[config.mk]
export PLATFORM = sky130hd
export DESIGN_NAME = bf_hash
export DESIGN_NICKNAME = d
export VERILOG_FILES = /design/src/rtl/core/bf_pkg.sv /design/src/rtl/core/bf_hash.sv
export SDC_FILE = /design/constraint.sdc
export NUM_CORES = 2
export LEC_CHECK = 0
export ABC_AREA = 0
export BUFFER_PORTS_ARGS = -buffer_cell sky130_fd_sc_hd__buf_2
export CELL_PAD_IN_SITES_DETAIL_PLACEMENT = 1
export CELL_PAD_IN_SITES_GLOBAL_PLACEMENT = 2
export CORE_MARGIN = 2
export CORE_UTILIZATION = 45
export CTS_BUF_LIST = sky130_fd_sc_hd__clkbuf_8
export CTS_CLUSTER_SIZE = 16
export DETAILED_ROUTE_END_ITERATION = 7
export PLACE_DENSITY_LB_ADDON = 0.1
export SLEW_MARGIN = 20
export SYNTH_ARGS = -nofsm -noshare
export SYNTH_HDL_FRONTEND = slang
export SYNTH_SLANG_ARGS = --single-unit
[constraint.sdc]
create_clock -name clk -period 10.3 [get_ports clk]
set_input_delay 0.515 -clock clk [delete_from_list [all_inputs] [get_ports clk]]
set_output_delay 0.515 -clock clk [all_outputs]
set_load 0.02 [all_outputs]
[src/rtl/core/bf_pkg.sv]
// Shared types and constants for the FNV-1a Bloom filter.
`default_nettype none
package bf_pkg;

  // Eleven hash lanes, each with its own seed
  localparam int NUM_HASHES = 11;
  localparam int HASH_IDX_W = 4;
  localparam logic [31:0] FNV_PRIME = 32'd16777619;

  localparam logic [31:0] SEEDS [NUM_HASHES] = '{
    32'd2166136261, 32'd1154, 32'd2181, 32'd4230, 32'd8331, 32'd16532,
    32'd32933, 32'd65734, 32'd131335, 32'd262536, 32'd523937
  };

  // Controls from the sequencer to the hash lanes
  typedef struct packed {
    logic step;   // fold in one key byte
    logic shift;  // rotate lanes so the next hash sits at the head
    logic seed;   // reload seeds for the next key
  } hash_ctl_t;

  // One FNV-1a step: xor the byte in, then multiply by the prime mod 2^32
  function automatic logic [31:0] fnv_step(input logic [31:0] h, input logic [7:0] b);
    logic [31:0] x;
    x = h ^ {24'd0, b};
    fnv_step = x * FNV_PRIME;
  endfunction

endpackage
`default_nettype wire

[src/rtl/core/bf_hash.sv]
// Eleven running FNV-1a hash lanes with a rotating head for store lookups.
`default_nettype none
module bf_hash (
  input  wire logic              clk,
  input  wire logic              rst,
  input  wire bf_pkg::hash_ctl_t ctl,
  input  wire logic [7:0]        key_byte,
  output logic      [31:0]       head
);
  import bf_pkg::*;

  logic [31:0] lane [NUM_HASHES];

  // Lane update: seed, rotate toward the head, or hash one byte
  always_ff @(posedge clk) begin
    if (rst || ctl.seed) begin
      for (int i = 0; i < NUM_HASHES; i++) begin
        lane[i] <= SEEDS[i];
      end
    end else if (ctl.shift) begin
      for (int i = 0; i < NUM_HASHES - 1; i++) begin
        lane[i] <= lane[i+1];
      end
      lane[NUM_HASHES-1] <= lane[0];
    end else if (ctl.step) begin
      for (int i = 0; i < NUM_HASHES; i++) begin
        lane[i] <= fnv_step(lane[i], key_byte);
      end
    end
  end

  assign head = lane[0];

endmodule
`default_nettype wire
==> impl_metrics.tcl <==
set metrics [dict create \
    pin_count 45 \
    slowest_delay_ns 0.73 \
    endpoint_kind "flop" \
    hold_viol 0 \
    r2r_cells 20 \
    synth_top_area_share_pct 33.36 \
    outcome "completed" \
    place.port_buffers 44 \
    slowest_stage "xor2_1" \
    grt_overflow 0 \
    gp_congestion 0.8406 \
    syn2layout_area_growth_pct 5.831 \
    track_usage_pct 25.56 \
    drtIter0Drc 2354 \
    cp.buffers_inverters 2 \
    regMostFlops "lane" \
    clkSlewWorstSetupHoldPaths_ns 0.06 \
    cts.sinks 352 \
    grt_max_degree 173 \
    crit_fanout 6 \
    num_rows 150 \
    yosysSeqAreaShare_pct 13.89 \
    wl_per_cell_microns 21.59 \
    dp_hpwl_microns 175900 \
    fp.dieW_microns 415.2 \
    worst_pin_slew_ns 1.171 \
    core_area_sq_um 167600 \
    vias 54020 \
    r2r-end "lane[0][62]" \
    ys.flop_type "edfxtp_1" \
    crit_required_ns 10.82 \
    cts_resized 0 \
    grt_pass1_wl_microns 342600 \
    layout-drive-gt1-share_pct 3.187 \
    fillCellCount 18790 \
    min_period_ns 6.613 \
    cts-buffers-inserted 84 \
    largest_register_ffs 352 \
    num-nets-final 10570 \
    synthTopCellsByCount "ha_1, inv_1, fa_1" \
    cts_max_level 3 \
    syn_nets 10550 \
    synthTopCellsByArea "ha_1, fa_1, edfxtp_1, inv_1, xnor2_1" \
    remaining_drc_errors 0 \
    synthArstFlopShare_pct 0 \
    hold_depth 4 \
    clk_latency_ns 0.79 \
    cp_cell_sequence "xor2_1 -> ha_1 -> ha_1 -> fa_1 -> ha_1 -> fa_1 -> ha_1 -> inv_1 -> fa_1 -> inv_1 -> ha_1 -> a21oi_1 -> nand2_1 -> a21o_1 -> nor4_1 -> nor2_1 -> o41ai_1 -> o21ai_1 -> xnor2_1 -> o21ai_1" \
    holdBufCountCts 0 \
    die-height_microns 415.2 \
    setup_violations 0 \
    grt_pass1_vias 59210 \
    drtPass1Iterations 6 \
    synth_edf_count 352 \
    rr_startpoint "lane[0][38]" \
    cts_buffer_depth 3 \
    worstSetupStartpoint "lane[0][38]" \
    syn_area_sq_um 76100 \
    cp_data_arrival_time_ns 7.13 \
    endpoint "lane[0][62]" \
    final.setup.tns_ns 0 \
    slew_viol_final 0 \
    ant_nets 0 \
    yosys.cell_types.count 91 \
    yosysWarnings 0 \
    worstSetupPathDepth 20 \
    root_buffer "clkbuf_8" \
    slew_headroom_pct 21.67 \
    rsz0062_at_grt "false" \
    wirelength_microns 215700 \
    avgSynthCellArea_sq_um 9.888 \
    dieArea_sq_um 172400 \
    cap_violations 0 \
    antenna_found_initial 7 \
    ys_ff_latch 352 \
    crit_top_cell "ha_1" \
    hold_class "primary input to flop" \
    worst_setup_path_start_kind "flop" \
    start_util_pct 45.41 \
    cts_tree "built" \
    finalClockSkew_ns 0.04685 \
    cp_top_family "adder cells" \
    r2r_slack_ns 3.69 \
    syn_inst 7697 \
    post_cts.repair.setup_buffers 0 \
    reg_top3 "lane (352)" \
    critical_path_class "flop to flop" \
    synth.most_common_cell "ha_1" \
    synth_area_leader_cell "ha_1" \
    period_share_pct 64.20 \
    clock.fmax_mhz 151.2 \
    via_per_inst 5.409 \
]
logic make-up (layout without fill, tap and decap cells):
group	Yosys count	count (layout)	synth area share, %
xor gates and xnor gates	557	557	6.410
and+or+nand+nor	832	832	5.156
DFF	352	352	13.89
other	0	2	0
AOI/OAI and AO/OA	1153	1153	9.848
buffers and inverters	1948	2032	9.767
adders and majority gates	2843	2843	54.77
muxes	12	12	0.1595
metrics by stage:
step,setup WS [ns],util [%],cell area [sq um],hold WS [ns],cells
2_1_floorplan,1.893,-,76100,0.5426,7697
3_3_place_gp,3.141,46.98,78740,0.5685,9830
3_5_place_dp,3.062,46.98,78740,0.5787,9830
4_1_cts,3.696,48.05,80540,0.1115,9985
5_1_grt,3.350,48.06,80540,0.2149,9986
6_report,3.687,48.06,80540,0.1922,9987
worst min path at each step:
| stage | startpoint | to |
|---|---|---|
| 2_1_floorplan | lane[0][134] | lane[0][102] |
| 6_report | ctl[1] | lane[0][306] |
| 4_1_cts | ctl[1] | lane[0][306] |
| 5_1_grt | ctl[1] | lane[0][306] |
| 3_5_place_dp | lane[0][129] | lane[0][97] |
| 3_3_place_gp | lane[0][134] | lane[0][102] |
tightest hold or removal path: cells and delay by family:
family,cells,cell delay [ns]
AOI/OAI and AO/OA,1,0.10
and+or+nand+nor,2,0.11
buffers and inverters,1,0.15
placed cells by master (no fill, tap or decap), types with 23 or more instances in the layout:
master	count
buf_4	29
a31oi_1	26
o21ai_0	273
nand3_1	71
xor2_1	277
nand2_1	328
ha_1	2029
buf_2	44
nor3_1	71
nand2b_1	36
xnor2_1	279
clkbuf_8	88
o22a_1	29
a211oi_1	31
fa_1	814
o21ai_1	76
a22o_1	48
edfxtp_1	352
o21a_1	44
o21bai_1	41
o211ai_1	30
o31ai_1	23
a21o_1	91
a21oi_1	266
nor2_1	148
and2_1	30
inv_1	1815
cell type report:
class | instances | area, sq um | share of cell area (%)
Clock buffer | 88 | 1211 | 1.504
Timing Repair Buffer | 77 | 518.0 | 0.6431
Sequential cell | 352 | 10570 | 13.12
Inverter | 1800 | 6756 | 8.389
Antenna cell | 2 | 5.005 | 0.006214
Tap cell | 2204 | 2758 | 3.424
Multi-Input combinational cell | 5397 | 58140 | 72.18
Clock inverter | 67 | 585.6 | 0.7270
metal layers:
layer  wire length (microns)  global-route usage, %
met1                  104500                  36.08
met2                   99790                  42.12
met3                    7152                  2.828
met4                    4226                  5.413
met5                      10                      0
Power is not shown: default switching activity piles up to over one toggle a cycle in this logic, so the estimate is an artifact.
